[src/rtl/first_occurrence_filter_defines.svh]
// assertion macros shared by the first occurrence filter rtl
`ifndef FIRST_OCCURRENCE_FILTER_DEFINES_SVH
`define FIRST_OCCURRENCE_FILTER_DEFINES_SVH

// same-cycle implication, checked out of reset
`define FO_ASSERT_NOW(label, clk, rst_n, ante, cons, msg) \
  label: assert property (@(posedge clk) disable iff (!rst_n) (ante) |-> (cons)) \
    else $error(msg);

// next-cycle implication, checked out of reset
`define FO_ASSERT_NEXT(label, clk, rst_n, ante, cons, msg) \
  label: assert property (@(posedge clk) disable iff (!rst_n) (ante) |=> (cons)) \
    else $error(msg);

`endif

[src/rtl/fo_pkg.sv]
// types and constants of the first occurrence filter
`timescale 1ns / 1ps
package fo_pkg;

  localparam int VTYPE_BITS = 2;
  localparam int ROW_BITS   = 8;
  localparam int COUNT_BITS = 9;
  localparam int EXT_BITS   = 64;

  localparam logic [VTYPE_BITS-1:0] VT_BOOL  = 2'd0;
  localparam logic [VTYPE_BITS-1:0] VT_INT   = 2'd1;
  localparam logic [VTYPE_BITS-1:0] VT_FLOAT = 2'd2;

  localparam logic [COUNT_BITS-1:0] COUNT_MAX = '1;
  localparam logic [30:0] FLOAT_INF_MAG = 31'h7F80_0000;

  typedef logic [VTYPE_BITS-1:0] vtype_t;
  typedef logic [ROW_BITS-1:0]   row_t;
  typedef logic [COUNT_BITS-1:0] count_t;

  // control token travelling along the cell chain
  typedef struct packed {
    logic   valid;
    logic   last;
    logic   hit;
    logic   ins;
    row_t   row;
    count_t count;
  } tok_t;

endpackage

[src/rtl/fo_cell.sv]
// one store cell of the chain: holds one distinct value and passes the token on
`timescale 1ns / 1ps
module fo_cell #(
  parameter int VALUE_BITS = 32
) (
  input  logic                  clk,
  input  logic                  rst_n,
  input  logic                  advance,
  input  fo_pkg::vtype_t        vtype,
  input  fo_pkg::tok_t          tok_in,
  input  logic [VALUE_BITS-1:0] val_in,
  output fo_pkg::tok_t          tok_out,
  output logic [VALUE_BITS-1:0] val_out
);

  fo_pkg::tok_t          tok_r, tok_nxt;
  logic [VALUE_BITS-1:0] val_r;
  logic [VALUE_BITS-1:0] store_r, store_nxt;
  logic                  store_valid_r, store_valid_nxt;
  logic                  eq;
  logic                  ins;

  function automatic logic values_equal(input logic [VALUE_BITS-1:0] a,
                                        input logic [VALUE_BITS-1:0] b,
                                        input fo_pkg::vtype_t t);
    logic [fo_pkg::EXT_BITS-1:0] ax;
    logic [fo_pkg::EXT_BITS-1:0] bx;
    logic                        nan_a;
    logic                        nan_b;
    logic                        zeros;
    logic                        res;
    ax    = fo_pkg::EXT_BITS'(a);
    bx    = fo_pkg::EXT_BITS'(b);
    nan_a = ax[30:0] > fo_pkg::FLOAT_INF_MAG;
    nan_b = bx[30:0] > fo_pkg::FLOAT_INF_MAG;
    zeros = (ax[30:0] == '0) && (bx[30:0] == '0);
    case (t)
      fo_pkg::VT_BOOL:  res = (a[0] == b[0]);
      fo_pkg::VT_FLOAT: res = !nan_a && !nan_b && (zeros || (ax[31:0] == bx[31:0]));
      default:          res = (a == b);
    endcase
    return res;
  endfunction

  always_comb begin
    eq  = store_valid_r && values_equal(store_r, val_in, vtype);
    ins = tok_in.valid && !tok_in.hit && !tok_in.ins && !store_valid_r;

    tok_nxt = tok_in;
    if (tok_in.valid) begin
      tok_nxt.hit = tok_in.hit | eq;
      tok_nxt.ins = tok_in.ins | ins;
      if ((store_valid_r || ins) && (tok_in.count != fo_pkg::COUNT_MAX)) begin
        tok_nxt.count = tok_in.count + 1'b1;
      end
    end

    store_valid_nxt = store_valid_r;
    if (tok_in.valid && tok_in.last) begin
      store_valid_nxt = 1'b0;
    end else if (ins) begin
      store_valid_nxt = 1'b1;
    end
    store_nxt = ins ? val_in : store_r;
  end

  always_ff @(posedge clk) begin
    if (!rst_n) begin
      tok_r         <= '0;
      store_valid_r <= 1'b0;
    end else if (advance) begin
      tok_r         <= tok_nxt;
      store_valid_r <= store_valid_nxt;
    end
  end

  always_ff @(posedge clk) begin
    if (advance) begin
      val_r   <= val_in;
      store_r <= store_nxt;
    end
  end

  assign tok_out = tok_r;
  assign val_out = val_r;

endmodule

[config.mk]
export PLATFORM = sky130hd
export DESIGN_NAME = fo_cell
export DESIGN_NICKNAME = d
export VERILOG_FILES = /design/src/rtl/first_occurrence_filter_defines.svh /design/src/rtl/fo_pkg.sv /design/src/rtl/fo_cell.sv
export SDC_FILE = /design/constraint.sdc
export NUM_CORES = 1
export LEC_CHECK = 0
export BUFFER_PORTS_ARGS = -buffer_cell sky130_fd_sc_hd__buf_4
export CELL_PAD_IN_SITES_DETAIL_PLACEMENT = 1
export CELL_PAD_IN_SITES_GLOBAL_PLACEMENT = 2
export CORE_MARGIN = 4
export CORE_UTILIZATION = 25
export DETAILED_ROUTE_END_ITERATION = 8
export HOLD_SLACK_MARGIN = 0.15
export PLACE_DENSITY = 0.71
export SLEW_MARGIN = 20
export SYNTH_ARGS = -nofsm -noshare
export SYNTH_HDL_FRONTEND = slang
export SYNTH_SLANG_ARGS = --single-unit
[constraint.sdc]
create_clock -name clk -period 2.2 [get_ports clk]
set_clock_uncertainty 0.15 [all_clocks]
set_input_delay 0.11 -clock clk [delete_from_list [all_inputs] [get_ports clk]]
set_output_delay 0.11 -clock clk [all_outputs]
set_load 0.01 [all_outputs]
==> results of run 1 <==
-- worst reg2reg max path: cells and delay by family (launching register included) --
family | cells | cell delay, ps
buffers and inverters | 1 | 570
XOR/XNOR | 1 | 200
AND/OR/NAND/NOR | 2 | 300
AO/OA/AOI/OAI | 1 | 170
flip-flops | 1 | 400
-- cell type report --
| type | instances | area, sq um | area share [%] |
|---|---|---|---|
| inverter | 1 | 3.754 | 0.06940 |
| clock inverter | 7 | 62.56 | 1.157 |
| tap | 176 | 220.2 | 4.071 |
| sequential | 86 | 2362 | 43.67 |
| timing repair buffer | 173 | 1459 | 26.97 |
| multi-input combinational | 152 | 1076 | 19.89 |
| clock buffer | 9 | 225.2 | 4.164 |
-- timing repair --
action	in CTS	in global routing
hold endpoints to repair	89	0
resized for setup	0	6
endpoints found under the setup margin	0	5
hold buffers	59	0
buffers inserted	0	1
-- per-stage QoR --
stage / setup slack, ps / utilization [%]
finish: 99.17 / 40.36
global route: 5.195 / 40.36
CTS: 17.24 / 40.17
detailed placement: 136.8 / 33.61
global placement: 201.5 / 33.61
floorplan: 234.0 / -
-- power by group --
part	internal (mW)	switching [mW]	leakage (nW)
Sequential	1.83	0.0351	0.786
Clock	0.791	0.673	0.139
Combinational	0.280	0.233	1.17
Total	2.90	0.941	2.10
-- kinds of logic (layout without fill, tap and decap cells) --
logic type	count (synthesis)	after routing
AOI/OAI and AO/OA	19	19
xor gates and xnor gates	37	37
adders and majority gates	2	2
buffers and inverters	8	190
DFF	86	86
muxes	11	11
and+or+nand+nor	83	83
-- sequential cells by signal, indices dropped and copies added (netlist names) --
signal,cells
store_r,32
store_valid_r,1
tok_out,21
val_out,32
-- cell usage in the layout (no fill, tap or decap), types with 5 or more instances in the layout --
| cell type | count |
|---|---|
| dfxtp_1 | 22 |
| buf_4 | 113 |
| nor4_1 | 24 |
| edfxtp_1 | 64 |
| nand2_1 | 5 |
| nand4_1 | 11 |
| clkbuf_16 | 9 |
| mux2i_1 | 11 |
| xor2_1 | 36 |
| dlygate4sd3_1 | 59 |
| a211oi_1 | 6 |
| nor2_1 | 26 |
-- how the worst min path moves through the flow --
stage | start | end | cells after the start
4_1_cts | tok_in[1] | tok_out[2] | 5
3_3_place_gp | val_in[31] | val_out[31] | 1
6_report | tok_in[5] | tok_out[7] | 5
5_1_grt | tok_in[5] | tok_out[7] | 5
2_1_floorplan | val_in[0] | store_r[0] | 0
3_5_place_dp | val_in[31] | val_out[31] | 1
-- routing by layer --
layer | wire length [um] | part of all wire (%) | up-vias | GRT usage (%)
met2 | 4759 | 48 | 100 | 21.43
met3 | 790 | 7.9 | 18 | 4.606
met4 | 246 | 2.5 | 0 | 5.867
met5 | 0 | 0 | - | 0
li1 | - | - | 1305 | -
met1 | 4184 | 42 | 1279 | 15.76
==> impl_metrics.json, run 1 <==
{
  "place.gp.congestion": 0.8176,
  "num_rows": 42,
  "synth_top_cell_area_share_pct": 55.71,
  "crit_path_max_fanout": 5,
  "crit_type": "in -> reg",
  "finalPower_mw": 3.845,
  "yosysMostFrequentCell": "edfxtp_1",
  "power_density_nw_per_um2": 710.9,
  "dr.pass1.iters": 4,
  "final_cells": 604,
  "synth_commonest_cells": "edfxtp_1, xor2_1, nor2_1",
  "synth_top_area_cell": "edfxtp_1",
  "via_per_inst": 4.474,
  "crit_cells": 10,
  "grt-ovfl-total": 0,
  "dp_cells": 529,
  "post_dp_cell_area_sq_um": 4504,
  "finalSetupTns_ps": 0,
  "die_y_um": 125.5,
  "synth_fa_ha_area_share_pct": 0.7254,
  "cts_tree": "done",
  "fmax_mhz": 476.0,
  "synthTopCellsByArea": "edfxtp_1, dfxtp_1, xor2_1, nor4_1, mux2i_1",
  "clockRootBuffer": "clkbuf_16",
  "worstReg2RegEnd": "tok_out[18]",
  "period_minus_slack_ps": 2101,
  "p_leak_nw": 2.099,
  "syn_area_sq_um": 3450,
  "portBuffers": 110,
  "setup_viol_count_final": 0,
  "irDropWorstVdd_mv": 0.2837,
  "ys.flop_type": "edfxtp_1",
  "max-cap-violations": 0,
  "tightest_slew_ps": 718.1,
  "arrival_ps": 2200,
  "ant_nets": 0,
  "vias": 2702,
  "yosysWarnings": 0,
  "synth-simple-area-share_pct": 13.20,
  "ys_seq_area_share_pct": 68.48,
  "status": "complete, no violations",
  "nets": 483,
  "grt_max_degree": 42,
  "fill_cells": 1416,
  "synth-async-reset-ratio_pct": 0,
  "rrSetupSlack_ps": 300,
  "die-area_sq_um": 15740,
  "slowest_delay_ps": 530,
  "min_period_over_period_pct": 95.49,
  "synth.distinct_cells": 29,
  "ys_ff_latch": 86,
  "numCtsBuffers": 9,
  "syn-num-nets": 306,
  "n_antenna_cell": 0,
  "cts.sinks": 86,
  "drt_iter0_markers": 98,
  "synth_edf_count": 64,
  "maxSlewHeadroom_pct": 52.07,
  "crit_path_end_kind": "register",
  "clk_pin_slew_worst_paths_ps": 60,
  "synthMuxAreaShare_pct": 3.192,
  "pin_count": 111,
  "die_w_um": 125.5,
  "worstSetupStartpointType": "input port",
  "reg2regPathDepth": 5,
  "crit_buf_inv": 2,
  "hold_violations": 0,
  "drive_gt1_share_pct": 32.01,
  "critPathCapture": "tok_out[5]",
  "reg2reg_from": "store_r[0]",
  "grt_pass1_vias": 3011,
  "hold_slack_ps": 222.6,
  "drcViolationCount": 0,
  "crit_required_ps": 2300,
  "drv_slew": 0,
  "synth_cells": 246,
  "syn_area_per_cell_sq_um": 14.02,
  "clk_latency_ps": 340,
  "antenna_found_initial": 0,
  "dpl.hpwl_um": 6906,
  "synth_top_family_by_area": "simple AND/OR/NAND/NOR gates",
  "wl_per_cell_um": 16.52,
  "grt_first_pass_wirelength_um": 16290,
  "initial_core_util_pct": 25.74,
  "cp_top_family": "simple AND/OR/NAND/NOR gates",
  "syn2layout_area_growth_pct": 56.80,
  "clk_path_buf_depth": 2,
  "fin_area_sq_um": 5409,
  "holdCritPathClass": "in -> reg",
  "grt_usage_pct": 13.18,
  "slowest_stage": "dlygate4sd3_1",
  "htreeDepth": 3,
  "synth_compound_area_share_pct": 3.917,
  "synth_xor_area_share_pct": 9.394,
  "crit_chain": "dlygate4sd3_1 > buf_4 > and3_4 > nand2_2 > nor2_1 > ha_1 > and3b_2 > nand4_4 > or3_4 > a311oi_2",
  "wl_um": 9980,
  "core_area_sq_um": 13400,
  "crit_start": "tok_in[4]",
  "rsz0062_at_grt": "no"
}
(Power assumes the default switching activity.)
==> run 2, diff against run 1 <==
--- a/config.mk
+++ b/config.mk
@@ -12,4 +12,5 @@
 export CORE_UTILIZATION = 25
 export DETAILED_ROUTE_END_ITERATION = 8
+export GPL_TIMING_DRIVEN = 0
 export HOLD_SLACK_MARGIN = 0.15
 export PLACE_DENSITY = 0.71
==> constraint.sdc (replaced) <==
create_clock -name clk -period 2.07 [get_ports clk]
set_clock_uncertainty 0.15 [all_clocks]
set_input_delay 0.1035 -clock clk [delete_from_list [all_inputs] [get_ports clk]]
set_output_delay 0.1035 -clock clk [all_outputs]
set_load 0.02 [all_outputs]
==> run 2 against run 1 <==
  * Wire length shrank 0.92%
  * Combinational power grew 19%
  * Critical path depth shrank 2
  * Global-route usage shrank 0.56 points
  * Flip-flop and latch count is the same
  * First-iteration DRC count grew 4.1%
  * Worst hold slack lost 27 ps
  * Power grew 5.9%
  * Non-clock buffer count grew 10
  * Final cell count grew 1.5%
  * Count of clock-buffer cells in the layout is the same
  * Largest cell class unchanged
==> impl_metrics.json, run 2 (synthesized netlist as in run 1, its figures left out) <==
{
  "status": "complete, no violations",
  "dpl.hpwl_um": 6842,
  "grt_pass1_vias": 3005,
  "maxSlewHeadroom_pct": 55.86,
  "max-cap-violations": 0,
  "irDropWorstVdd_mv": 0.3873,
  "fin_area_sq_um": 5444,
  "holdCritPathClass": "in -> reg",
  "grt_first_pass_wirelength_um": 15700,
  "worstSetupStartpointType": "input port",
  "critPathCapture": "tok_out[18]",
  "antenna_found_initial": 0,
  "crit_path_max_fanout": 4,
  "htreeDepth": 3,
  "min_period_over_period_pct": 92.89,
  "slowest_delay_ps": 540,
  "wl_met3_um": 793,
  "drive_gt1_share_pct": 30.66,
  "syn2layout_area_growth_pct": 57.82,
  "setup_viol_count_final": 0,
  "place.gp.congestion": 0.8115,
  "worstReg2RegEnd": "tok_out[18]",
  "core_area_sq_um": 13400,
  "reg2reg_from": "store_r[0]",
  "clk_latency_ps": 340,
  "final_common_cell": "buf_4",
  "crit_path_end_kind": "register",
  "pre_cts_slack_ps": -96.40,
  "crit_required_ps": 2160,
  "dr_wl_met2_um": 4740,
  "cts_tree": "done",
  "most-common-layout-cells": "buf_4, edfxtp_1, dlygate4sd3_1",
  "cts.sinks": 86,
  "hold_violations": 0,
  "rsz0062_at_grt": "no",
  "grt_max_degree": 34,
  "vias": 2730,
  "seq_area_sq_um": 2362,
  "drt_iter0_markers": 102,
  "ant_nets": 0,
  "hold_slack_ps": 195.7,
  "drcViolationCount": 0,
  "clk_pin_slew_worst_paths_ps": 60,
  "slowest_stage": "dlygate4sd3_1",
  "reg2regPathDepth": 6,
  "arrival_ps": 2010,
  "power_density_nw_per_um2": 747.9,
  "p_leak_nw": 2.121,
  "via_per_inst": 4.454,
  "fill_cells": 1438,
  "die-area_sq_um": 15740,
  "n_antenna_cell": 0,
  "drt-met1-wl_um": 4204,
  "grt_usage_pct": 12.61,
  "grt-ovfl-total": 0,
  "post_dp_cell_area_sq_um": 4497,
  "multi_input_area_sq_um": 1061,
  "crit_path_frequent_cell": "nor4_1",
  "drv_slew": 0,
  "num_rows": 42,
  "numCtsBuffers": 9,
  "period_minus_slack_ps": 1923,
  "pin_count": 111,
  "die_y_um": 125.5,
  "rrSetupSlack_ps": 180,
  "crit_cells": 8,
  "fmax_mhz": 520.1,
  "clk_path_buf_depth": 2,
  "highest_layer": "met4",
  "setup_ws_ps": 147.2,
  "initial_core_util_pct": 25.74,
  "finalPower_mw": 4.072,
  "holdPathStages": 4,
  "crit_type": "in -> reg",
  "dr.pass1.iters": 4,
  "wl_um": 9888,
  "crit_start": "val_in[11]",
  "crit_chain": "dlygate4sd3_1 > buf_4 > xor2_1 > nor4_1 > nand4_1 > nor2_1 > nor4_1 > nor4_1",
  "tightest_slew_ps": 662.1,
  "crit_buf_inv": 2,
  "nets": 493,
  "die_w_um": 125.5,
  "clockRootBuffer": "clkbuf_16",
  "cp_top_family": "simple AND/OR/NAND/NOR gates",
  "wl_per_cell_um": 16.13,
  "portBuffers": 110
}
-- run 2: area by class of cell --
cell class	count	share of cell area, %
sequential	86	43.39
timing repair buffer	176	27.35
multi-input combinational	152	19.49
clock buffer	9	4.137
tap	176	4.045
clock inverter	6	0.8963
buffer	7	0.6205
inverter	1	0.06895
-- run 2: worst reg2reg max path: stages (launching register included) --
cell	delay [ps]
edfxtp_1	420
nor4_1	370
nand4_1	170
nor2_1	180
or4_1	150
a31oi_1	80
nor4_1	280
-- run 2: report_power, final --
group / internal [mW] / switching, mW / total [mW]
registers: 1.95 / 0.0379 / 1.99
clock network: 0.816 / 0.658 / 1.47
logic: 0.307 / 0.304 / 0.611
total: 3.07 / 1.00 / 4.07
-- run 2: layer usage --
layer | vias up | global-route usage (%)
met3 | 11 | 4.691
met5 | - | 0
met1 | 1300 | 15.12
met4 | 0 | 3.827
met2 | 99 | 21.15
li1 | 1320 | -
-- run 2: worst min path at each step --
| stage | to | slack, ps | from |
|---|---|---|---|
| 4_1_cts | tok_out[2] | 230 | tok_in[1] |
| 2_1_floorplan | store_r[0] | 50 | val_in[0] |
| 6_report | tok_out[8] | 200 | tok_in[8] |
| 3_3_place_gp | val_out[31] | 160 | val_in[31] |
| 3_5_place_dp | val_out[31] | 170 | val_in[31] |
| 5_1_grt | tok_out[8] | 230 | tok_in[8] |
-- run 2: metrics by stage --
stage | utilization [%] | setup TNS [ps] | instances
floorplan | - | 0 | 246
global placement | 33.55 | -16620 | 532
detailed placement | 33.56 | -836.9 | 532
CTS | 40.31 | 0 | 609
global route | 40.63 | 0 | 613
finish | 40.63 | 0 | 613
-- run 2: repair_timing --
| action | 4_1_cts | 5_1_grt |
|---|---|---|
| gates resized for setup | 0 | 3 |
| hold buffers | 62 | 0 |
| hold endpoints to repair | 118 | 0 |
| endpoints found under the setup margin | 0 | 36 |
| buffers inserted | 0 | 4 |
